==> src/sv/rms_pkg.sv <==
`default_nettype none

package rms_pkg;

    // Width of the value field on both stream ports.
    localparam int VALUE_W = 32;

    // Commands from the controller to the datapath.
    typedef struct packed {
        logic load_we;
        logic pass_init;
        logic seg_init;
        logic merge_step;
        logic pass_next;
        logic emit_init;
        logic emit_capture;
        logic emit_next;
        logic batch_clear;
    } t_cmd;

    // Status from the datapath to the controller.
    typedef struct packed {
        logic seg_end;
        logic pass_end;
        logic sort_done;
        logic emit_last;
    } t_status;

endpackage

`default_nettype wire

==> src/sv/rms_ctrl.sv <==
`default_nettype none

module rms_ctrl (
    input  wire logic             i_clk,
    input  wire logic             i_rst_n,
    input  wire logic             i_s_tvalid,
    input  wire logic             i_s_tlast,
    input  wire logic             i_m_tready,
    input  wire rms_pkg::t_status i_status,
    output logic                  o_s_tready,
    output logic                  o_m_tvalid,
    output rms_pkg::t_cmd         o_cmd
);
    import rms_pkg::*;

    typedef enum logic [2:0] {
        S_LOAD,
        S_CHECK,
        S_MERGE,
        S_TURN,
        S_EMIT_LD,
        S_EMIT_WAIT
    } t_state;

    t_state r_state, n_state;
    logic   r_m_valid, n_m_valid;

    assign o_s_tready = (r_state == S_LOAD);
    assign o_m_tvalid = r_m_valid;

    // Sequencing of load, merge passes and emission.
    always_comb begin
        n_state   = r_state;
        n_m_valid = r_m_valid;
        o_cmd     = '0;
        case (r_state)
            S_LOAD: begin
                if (i_s_tvalid) begin
                    o_cmd.load_we = 1'b1;
                    if (i_s_tlast) begin
                        o_cmd.pass_init = 1'b1;
                        n_state         = S_CHECK;
                    end
                end
            end
            S_CHECK: begin
                if (i_status.sort_done) begin
                    o_cmd.emit_init = 1'b1;
                    n_state         = S_EMIT_LD;
                end else begin
                    o_cmd.seg_init = 1'b1;
                    n_state        = S_MERGE;
                end
            end
            S_MERGE: begin
                o_cmd.merge_step = 1'b1;
                if (i_status.seg_end) begin
                    n_state = i_status.pass_end ? S_TURN : S_CHECK;
                end
            end
            S_TURN: begin
                o_cmd.pass_next = 1'b1;
                n_state         = S_CHECK;
            end
            S_EMIT_LD: begin
                o_cmd.emit_capture = 1'b1;
                n_m_valid          = 1'b1;
                n_state            = S_EMIT_WAIT;
            end
            S_EMIT_WAIT: begin
                if (i_m_tready) begin
                    n_m_valid = 1'b0;
                    if (i_status.emit_last) begin
                        o_cmd.batch_clear = 1'b1;
                        n_state           = S_LOAD;
                    end else begin
                        o_cmd.emit_next = 1'b1;
                        n_state         = S_EMIT_LD;
                    end
                end
            end
            default: begin
                n_state   = S_LOAD;
                n_m_valid = 1'b0;
            end
        endcase
    end

    // State and output valid register.
    always_ff @(posedge i_clk) begin
        if (!i_rst_n) begin
            r_state   <= S_LOAD;
            r_m_valid <= 1'b0;
        end else begin
            r_state   <= n_state;
            r_m_valid <= n_m_valid;
        end
    end

endmodule

`default_nettype wire

==> config.mk <==
export PLATFORM = sky130hd
export DESIGN_NAME = rms_ctrl
export DESIGN_NICKNAME = d
export VERILOG_FILES = /design/src/sv/rms_pkg.sv /design/src/sv/rms_ctrl.sv
export SDC_FILE = /design/constraint.sdc
export NUM_CORES = 1
export LEC_CHECK = 0
export BUFFER_PORTS_ARGS = -buffer_cell sky130_fd_sc_hd__buf_4
export CORE_AREA = 10 10 47 49
export DETAILED_ROUTE_END_ITERATION = 8
export DIE_AREA = 0 0 57 59
export MAX_ROUTING_LAYER = met4
export SLEW_MARGIN = 20
export SYNTH_ARGS = -nofsm -noshare
export SYNTH_HDL_FRONTEND = slang
export SYNTH_SLANG_ARGS = --single-unit
==> constraint.sdc <==
create_clock -name i_clk -period 1.51 [get_ports i_clk]
set_input_delay 0.151 -clock i_clk [delete_from_list [all_inputs] [get_ports i_clk]]
set_output_delay 0.151 -clock i_clk [all_outputs]
set_load 0.02 [all_outputs]
==> run_summary.xml, run 1 <==
<?xml version="1.0" encoding="UTF-8"?>
<metrics>
  <group name="power">
    <metric name="vdd.ir_drop.worst" unit="V">0.000301</metric>
    <metric name="p_sw_frac" unit="">0.315</metric>
    <metric name="power.density" unit="nW/um^2">758</metric>
    <metric name="switchingPower" unit="W">0.000118</metric>
    <metric name="internal_power" unit="W">0.000256</metric>
    <metric name="design_power_total" unit="W">0.000373</metric>
    <metric name="p_comb_frac" unit="">0.298</metric>
    <metric name="p_seq_frac" unit="">0.339</metric>
    <metric name="p_leak" unit="nW">0.235</metric>
    <metric name="power.share.clock" unit="">0.363</metric>
  </group>
  <group name="critical_path">
    <metric name="critPathMaxFanout" unit="">10</metric>
    <metric name="startpoint_type" unit="">register</metric>
    <metric name="worst_ep_required_time" unit="ns">1.36</metric>
    <metric name="max_stage_delay" unit="ns">0.42</metric>
    <metric name="r2r.worst_path.cells" unit="">4</metric>
    <metric name="endpoint_kind" unit="">output port</metric>
    <metric name="r2r_start" unit="">r_state[0]</metric>
    <metric name="rrSetupSlack" unit="ns">0.22</metric>
    <metric name="worst-endpoint-arrival" unit="ns">1.23</metric>
    <metric name="crit_type" unit="">reg -&gt; out</metric>
    <metric name="worst_path_slowest_cell" unit="">sky130_fd_sc_hd__dfxtp_2</metric>
    <metric name="cp_cell_sequence" unit="">nor2b_1, nand3_1, nor2_1, buf_4</metric>
    <metric name="reg2reg_to" unit="">r_state[1]</metric>
  </group>
  <group name="logic_synthesis">
    <metric name="synthMuxAreaShare" unit="">0</metric>
    <metric name="synth_xor_xnor_area_share" unit="">0</metric>
    <metric name="compound_gate_fraction_of_synth_area" unit="">0.246</metric>
    <metric name="ys_seq_area_frac" unit="">0.239</metric>
    <metric name="synth.net_count" unit="">54</metric>
    <metric name="yosysUniqueCellTypes" unit="">22</metric>
    <metric name="syn-instance-count" unit="">45</metric>
    <metric name="ys_ff_latch" unit="">4</metric>
    <metric name="postSynthAreaPerCell" unit="um^2">7.45</metric>
    <metric name="synth_top_family_by_area" unit="">simple AND/OR/NAND/NOR gates</metric>
    <metric name="syn_area" unit="um^2">335</metric>
    <metric name="synth-simple-area-share" unit="">0.381</metric>
    <metric name="ys_warn_count" unit="">0</metric>
    <metric name="post_synthesis_adder_cell_area_fraction" unit="">0</metric>
  </group>
  <group name="global_route">
    <metric name="grt_antenna_before_repair" unit="">0</metric>
    <metric name="grt_start_max_net_pins" unit="">14</metric>
    <metric name="grt_pass1_vias" unit="">373</metric>
    <metric name="grt_pass1_wl" unit="um">1590</metric>
    <metric name="grt_remaining_overflow" unit="">0</metric>
    <metric name="grt_util_all_layers" unit="">0.0600</metric>
  </group>
  <group name="placed_design">
    <metric name="portBuffers" unit="">19</metric>
    <metric name="dp.final_hpwl" unit="um">779</metric>
    <metric name="globalplace.congestion" unit="">0.785</metric>
  </group>
  <group name="die">
    <metric name="initial_core_utilization" unit="">0.239</metric>
    <metric name="io_pins" unit="">20</metric>
    <metric name="die_w" unit="um">57</metric>
    <metric name="fp.dieArea" unit="um^2">3360</metric>
    <metric name="row_count" unit="">14</metric>
    <metric name="coreArea" unit="um^2">1400</metric>
    <metric name="dieHeight" unit="um">59</metric>
  </group>
  <group name="layout">
    <metric name="most_common_cell_after_layout_fill_and_taps_aside" unit="">sky130_fd_sc_hd__buf_4</metric>
    <metric name="final_net_count" unit="">74</metric>
    <metric name="layout.cells.most_common_list" unit="">19 x sky130_fd_sc_hd__buf_4, 8 x sky130_fd_sc_hd__nor2_1, 4 x sky130_fd_sc_hd__and3_1, 4 x sky130_fd_sc_hd__a21oi_1</metric>
    <metric name="p_r_area_growth_vs_syn" unit="%">47.0</metric>
    <metric name="layout-drive-gt1-share" unit="">0.460</metric>
    <metric name="antenna-diode-count" unit="">0</metric>
    <metric name="n_fill_cell" unit="">159</metric>
  </group>
  <group name="sta">
    <metric name="timing.final.crit_share" unit="">0.916</metric>
    <metric name="tightest_slew" unit="ns">0.415</metric>
    <metric name="fmax" unit="MHz">723</metric>
    <metric name="unrepaired_setup_endpoints_after_global_routing" unit="">no</metric>
    <metric name="totalNegativeSetupSlack" unit="ns">0</metric>
    <metric name="final_max_tran_viols" unit="">0</metric>
    <metric name="clock-skew-final" unit="ns">0.00434</metric>
    <metric name="hold-worst-slack" unit="ns">0.179</metric>
    <metric name="report.final.hold_viol_count" unit="">0</metric>
    <metric name="slew_headroom" unit="">0.723</metric>
    <metric name="final_period_minus_worst_setup_slack" unit="ns">1.38</metric>
    <metric name="total_of_endpoints_with_negative_setup_slack_in_the_final_report" unit="">0</metric>
  </group>
  <group name="routing">
    <metric name="dr.pass1.iters" unit="">4</metric>
    <metric name="route.vias.total" unit="">379</metric>
    <metric name="vias_per_cell" unit="">4.80</metric>
    <metric name="drt_total_wl" unit="um">957</metric>
    <metric name="route.detailed.drc" unit="">0</metric>
    <metric name="detail_route.wl_per_cell" unit="um">12.1</metric>
    <metric name="final_antenna_net_count" unit="">0</metric>
    <metric name="drt-initial-drc-count" unit="">9</metric>
  </group>
  <group name="clocking">
    <metric name="cts_tree" unit="">yes</metric>
    <metric name="tritoncts.num_buffers" unit="">3</metric>
    <metric name="clock_path_buffers" unit="">2</metric>
    <metric name="cts-root-buf" unit="">sky130_fd_sc_hd__clkbuf_4</metric>
    <metric name="clock-sinks" unit="">4</metric>
    <metric name="ctsHtreeMaxLevel" unit="">1</metric>
    <metric name="clkTransAtPathRegs" unit="ns">0.04</metric>
    <metric name="clock_latency" unit="ns">0.24</metric>
  </group>
  <group name="job">
    <metric name="max_cap_viol_count" unit="">0</metric>
  </group>
  <group name="run_status">
    <metric name="result_of_the_run" unit="">complete, no violations</metric>
  </group>
  <group name="worst_hold_path">
    <metric name="timing.hold.worst.start" unit="">i_rst_n</metric>
    <metric name="hold-path-endpoint" unit="">o_m_tvalid</metric>
    <metric name="min_path_type" unit="">in -&gt; reg</metric>
    <metric name="holdPathStages" unit="">2</metric>
  </group>
</metrics>
==> per-layer routing <==
layer	GRT usage	share of wire
met1	0.0631	0.46
met2	0.0961	0.47
met3	0.0172	0.053
met4	0.0403	0.018
met5	-	0
==> metrics by stage <==
stage / setup slack, ns / std cells / util / cell area (um^2)
6_report: 0.126 / 79 / 0.352 / 493
5_1_grt: 0.00452 / 79 / 0.352 / 493
4_1_cts: 0.0143 / 79 / 0.347 / 487
3_5_place_dp: 0.244 / 76 / 0.331 / 464
3_3_place_gp: 0.255 / 76 / 0.331 / 464
2_1_floorplan: 0.000246 / 45 / - / 335
==> registers in the layout, summed over array words and instances, names as in the netlist <==
name / cells
r_state: 3
o_m_tvalid: 1
==> cell type report <==
type / instances / area, um^2 / share of cell area
inverter: 3 / 11.3 / 0.0228
multi-input combinational: 34 / 215 / 0.437
tap: 16 / 20.0 / 0.0406
timing repair buffer: 19 / 143 / 0.289
clock buffer: 3 / 22.5 / 0.0457
sequential: 4 / 81.3 / 0.165
==> worst max-delay path: cells and delay by family, from the launching register on <==
kind,cells,cell delay (ns)
buffers and inverters,1,0.15
and+or+nand+nor,3,0.42
DFF,1,0.42
==> cells in the mapped netlist <==
cell	number	area (um^2)
sky130_fd_sc_hd__inv_2	1	3.75
sky130_fd_sc_hd__o32ai_2	1	16.3
sky130_fd_sc_hd__buf_6	1	11.3
sky130_fd_sc_hd__nand2b_4	1	13.8
sky130_fd_sc_hd__nand4b_1	1	8.76
sky130_fd_sc_hd__o21ai_2	1	8.76
sky130_fd_sc_hd__buf_4	3	22.5
sky130_fd_sc_hd__inv_1	2	7.51
sky130_fd_sc_hd__o22ai_2	1	12.5
sky130_fd_sc_hd__o21ai_0	1	5.00
sky130_fd_sc_hd__and2_1	1	6.26
sky130_fd_sc_hd__nor2_1	8	30.0
sky130_fd_sc_hd__a311o_1	1	10.0
sky130_fd_sc_hd__dfxtp_1	4	80.1
sky130_fd_sc_hd__nand3_1	1	5.00
sky130_fd_sc_hd__and3_1	4	25.0
sky130_fd_sc_hd__nand2_1	1	3.75
sky130_fd_sc_hd__nor3_1	2	10.0
sky130_fd_sc_hd__o21ai_1	2	10.0
sky130_fd_sc_hd__a21oi_1	4	20.0
sky130_fd_sc_hd__nand2b_1	1	6.26
sky130_fd_sc_hd__nor2b_1	3	18.8
==> power by group through the flow <==
stage                     registers, W  logic (W)  clock network, W
after global placement        0.000127   0.000111                 0
after detailed placement      0.000127   0.000112                 0
after floorplan               0.000117  0.0000775                 0
final                         0.000127   0.000111          0.000135
after global routing          0.000129   0.000123          0.000148
after CTS                     0.000125   0.000112          0.000141
==> how the worst max path moves through the flow <==
stage               start    endpoint  slack, ns  depth (start not counted)
3_5_place_dp   r_state[0]  r_state[1]       0.24                          4
5_1_grt        r_state[0]    o_cmd[1]      0.005                          3
6_report       r_state[2]    o_cmd[1]       0.13                          4
2_1_floorplan  r_state[1]    o_cmd[7]     0.0002                          3
3_3_place_gp   r_state[2]  r_state[1]       0.26                          4
4_1_cts        r_state[2]    o_cmd[1]       0.01                          4
==> cells by family after synthesis <==
| family | count (synthesis) |
|---|---|
| flip-flops | 4 |
| buffers and inverters | 7 |
| AO/OA/AOI/OAI | 11 |
| AND/OR/NAND/NOR | 23 |
==> timing repair <==
action | CTS | global route
buffers inserted | 0 | 0
hold buffers | 0 | 0
gates resized for setup | 0 | 2
endpoints found under the setup margin | 0 | 4
Note: power is estimated with default switching activity, not from simulation.
==> run 2, diff against run 1 <==
clock period = 1.3 ns   (was 1.51 ns; I/O delays follow)
==> run 2 against run 1 <==
Against the previous run:
- clock skew up 0.00081 ns
- critical path depth down 1
- combinational power up 50%
- critical endpoint is now o_cmd[7]
- power up 24%
- global-route usage up 0.28 points
- worst setup slack worse by 0.078 ns
- final area up 17%
- wire length up 17%
==> run_summary.xml, run 2 (synthesis results as in run 1) <==
<?xml version="1.0" encoding="UTF-8"?>
<metrics>
  <group name="routing">
    <metric name="detail_route.wl_per_cell" unit="um">13.0</metric>
    <metric name="route.detailed.drc" unit="">0</metric>
    <metric name="vias_per_cell" unit="">4.90</metric>
    <metric name="route.vias.total" unit="">421</metric>
    <metric name="dr.pass1.iters" unit="">4</metric>
    <metric name="drt-initial-drc-count" unit="">6</metric>
    <metric name="drt_total_wl" unit="um">1120</metric>
    <metric name="final_antenna_net_count" unit="">0</metric>
  </group>
  <group name="global_route">
    <metric name="grt_pass1_vias" unit="">396</metric>
    <metric name="grt_pass1_wl" unit="um">1590</metric>
    <metric name="grt_start_max_net_pins" unit="">12</metric>
    <metric name="grt_antenna_before_repair" unit="">0</metric>
    <metric name="grt_util_all_layers" unit="">0.0628</metric>
    <metric name="grt_remaining_overflow" unit="">0</metric>
  </group>
  <group name="clocking">
    <metric name="clock_latency" unit="ns">0.24</metric>
    <metric name="cts_tree" unit="">yes</metric>
    <metric name="cts-root-buf" unit="">sky130_fd_sc_hd__clkbuf_4</metric>
    <metric name="tritoncts.num_buffers" unit="">3</metric>
    <metric name="clock_path_buffers" unit="">2</metric>
    <metric name="ctsHtreeMaxLevel" unit="">1</metric>
    <metric name="clkTransAtPathRegs" unit="ns">0.04</metric>
    <metric name="clock-sinks" unit="">4</metric>
  </group>
  <group name="layout">
    <metric name="p_r_area_growth_vs_syn" unit="%">72.4</metric>
    <metric name="finish.utilization" unit="">0.413</metric>
    <metric name="largest_register" unit="">r_state</metric>
    <metric name="largest_register_ffs" unit="">3</metric>
    <metric name="layout-drive-gt1-share" unit="">0.586</metric>
    <metric name="most_common_cell_after_layout_fill_and_taps_aside" unit="">sky130_fd_sc_hd__buf_4</metric>
    <metric name="n_fill_cell" unit="">158</metric>
    <metric name="antenna-diode-count" unit="">0</metric>
    <metric name="final_net_count" unit="">81</metric>
    <metric name="layout.cells.most_common_list" unit="">23 x sky130_fd_sc_hd__buf_4, 8 x sky130_fd_sc_hd__nor2_1, 4 x sky130_fd_sc_hd__a21oi_1</metric>
  </group>
  <group name="power">
    <metric name="power.share.clock" unit="">0.333</metric>
    <metric name="p_leak" unit="nW">0.272</metric>
    <metric name="vdd.ir_drop.worst" unit="V">0.000289</metric>
    <metric name="power.density" unit="nW/um^2">801</metric>
    <metric name="design_power_total" unit="W">0.000463</metric>
    <metric name="p_comb_frac" unit="">0.360</metric>
    <metric name="internal_power" unit="W">0.000318</metric>
    <metric name="p_seq_frac" unit="">0.307</metric>
    <metric name="p_sw_frac" unit="">0.313</metric>
    <metric name="switchingPower" unit="W">0.000145</metric>
  </group>
  <group name="critical_path">
    <metric name="max_stage_delay" unit="ns">0.37</metric>
    <metric name="critPathMaxFanout" unit="">6</metric>
    <metric name="worst-endpoint-arrival" unit="ns">1.12</metric>
    <metric name="crit_type" unit="">reg -&gt; out</metric>
    <metric name="path_delay_family" unit="">simple AND/OR/NAND/NOR gates</metric>
    <metric name="path_buf_inv" unit="">1</metric>
    <metric name="startpoint_type" unit="">register</metric>
    <metric name="worst_ep_required_time" unit="ns">1.17</metric>
    <metric name="endpoint_kind" unit="">output port</metric>
    <metric name="worst_path_slowest_cell" unit="">sky130_fd_sc_hd__dfxtp_4</metric>
    <metric name="cp_cell_sequence" unit="">nor3_4, and3_4, buf_6</metric>
  </group>
  <group name="sta">
    <metric name="clock-skew-final" unit="ns">0.00515</metric>
    <metric name="slew_headroom" unit="">0.856</metric>
    <metric name="final_max_tran_viols" unit="">0</metric>
    <metric name="report.final.hold_viol_count" unit="">0</metric>
    <metric name="tightest_slew" unit="ns">0.214</metric>
    <metric name="unrepaired_setup_endpoints_after_global_routing" unit="">yes</metric>
    <metric name="timing.final.crit_share" unit="">0.963</metric>
    <metric name="total_of_endpoints_with_negative_setup_slack_in_the_final_report" unit="">0</metric>
    <metric name="fmax" unit="MHz">799</metric>
    <metric name="final_period_minus_worst_setup_slack" unit="ns">1.25</metric>
  </group>
  <group name="die">
    <metric name="fp.dieArea" unit="um^2">3360</metric>
    <metric name="coreArea" unit="um^2">1400</metric>
    <metric name="initial_core_utilization" unit="">0.239</metric>
    <metric name="row_count" unit="">14</metric>
    <metric name="dieHeight" unit="um">59</metric>
    <metric name="die_w" unit="um">57</metric>
    <metric name="io_pins" unit="">20</metric>
  </group>
  <group name="placed_design">
    <metric name="globalplace.congestion" unit="">0.775</metric>
    <metric name="portBuffers" unit="">19</metric>
    <metric name="dp.final_hpwl" unit="um">816</metric>
  </group>
  <group name="worst_hold_path">
    <metric name="min_path_type" unit="">in -&gt; reg</metric>
  </group>
  <group name="job">
    <metric name="max_cap_viol_count" unit="">0</metric>
  </group>
  <group name="run_status">
    <metric name="result_of_the_run" unit="">complete, no violations</metric>
  </group>
</metrics>
-- run 2: cell types whose count changed in the layout (fill, tap and decap cells not counted), sizes merged --
cell	delta
buf	+5
clkbuf	+2
-- run 2: power by group through the flow --
stage	combinational, W	sequential (W)	clock, W
3_3_place_gp	0.000139	0.000148	0
4_1_cts	0.000140	0.000146	0.000164
6_report	0.000166	0.000142	0.000154
5_1_grt	0.000182	0.000143	0.000165
2_1_floorplan	0.0000918	0.000136	0
3_5_place_dp	0.000140	0.000148	0
-- run 2: worst reg2reg max path, stage by stage, from the launching register on --
cell                       delay [ns]
sky130_fd_sc_hd__dfxtp_4         0.37
sky130_fd_sc_hd__clkbuf_2        0.15
sky130_fd_sc_hd__nor3_1          0.22
sky130_fd_sc_hd__o21ai_2         0.10
sky130_fd_sc_hd__o32ai_2         0.24
-- run 2: routing by layer --
layer / GRT usage / share of wire / up-vias / wire length, um
met2: 0.0946 / 0.50 / 15 / 555
met5: - / 0 / - / 0
met3: 0.0193 / 0.046 / 2 / 51
met4: 0.0705 / 0.013 / 0 / 15
met1: 0.0597 / 0.44 / 194 / 498
li1: - / - / 210 / -
-- run 2: metrics by stage --
stage,instance area [um^2],TNS (ns),hold slack [ns],setup slack [ns],cells
detailed placement,484,0,0.397,0.0310,78
floorplan,340,0,0.258,0.0406,45
CTS,518,0,0.147,0.00404,81
global placement,484,0,0.386,0.0235,78
global route,578,-0.0320,0.180,-0.0180,86
finish,578,0,0.156,0.0484,86
-- run 2: cell type report --
class                      count  area, um^2  share of cell area
clock buffer                   3        22.5              0.0390
inverter                       3        11.3              0.0195
tap                           16        20.0              0.0346
multi-input combinational     34         239               0.413
timing repair buffer          26         194               0.335
sequential                     4        91.3               0.158
-- run 2: worst paths after layout --
path	cells past startpoint	from	slack [ns]	to
min reg2reg	2	o_m_tvalid	0.53	o_m_tvalid
max	3	r_state[1]	0.05	o_cmd[7]
min	2	i_rst_n	0.16	o_m_tvalid
max reg2reg	4	r_state[1]	0.12	r_state[1]
-- run 2: timing repair --
action / 4_1_cts / 5_1_grt
endpoints found under the setup margin: 9 / 6
resized for setup: 6 / 6
pin swaps: 0 / 4
hold buffers: 0 / 0
setup buffers: 0 / 5
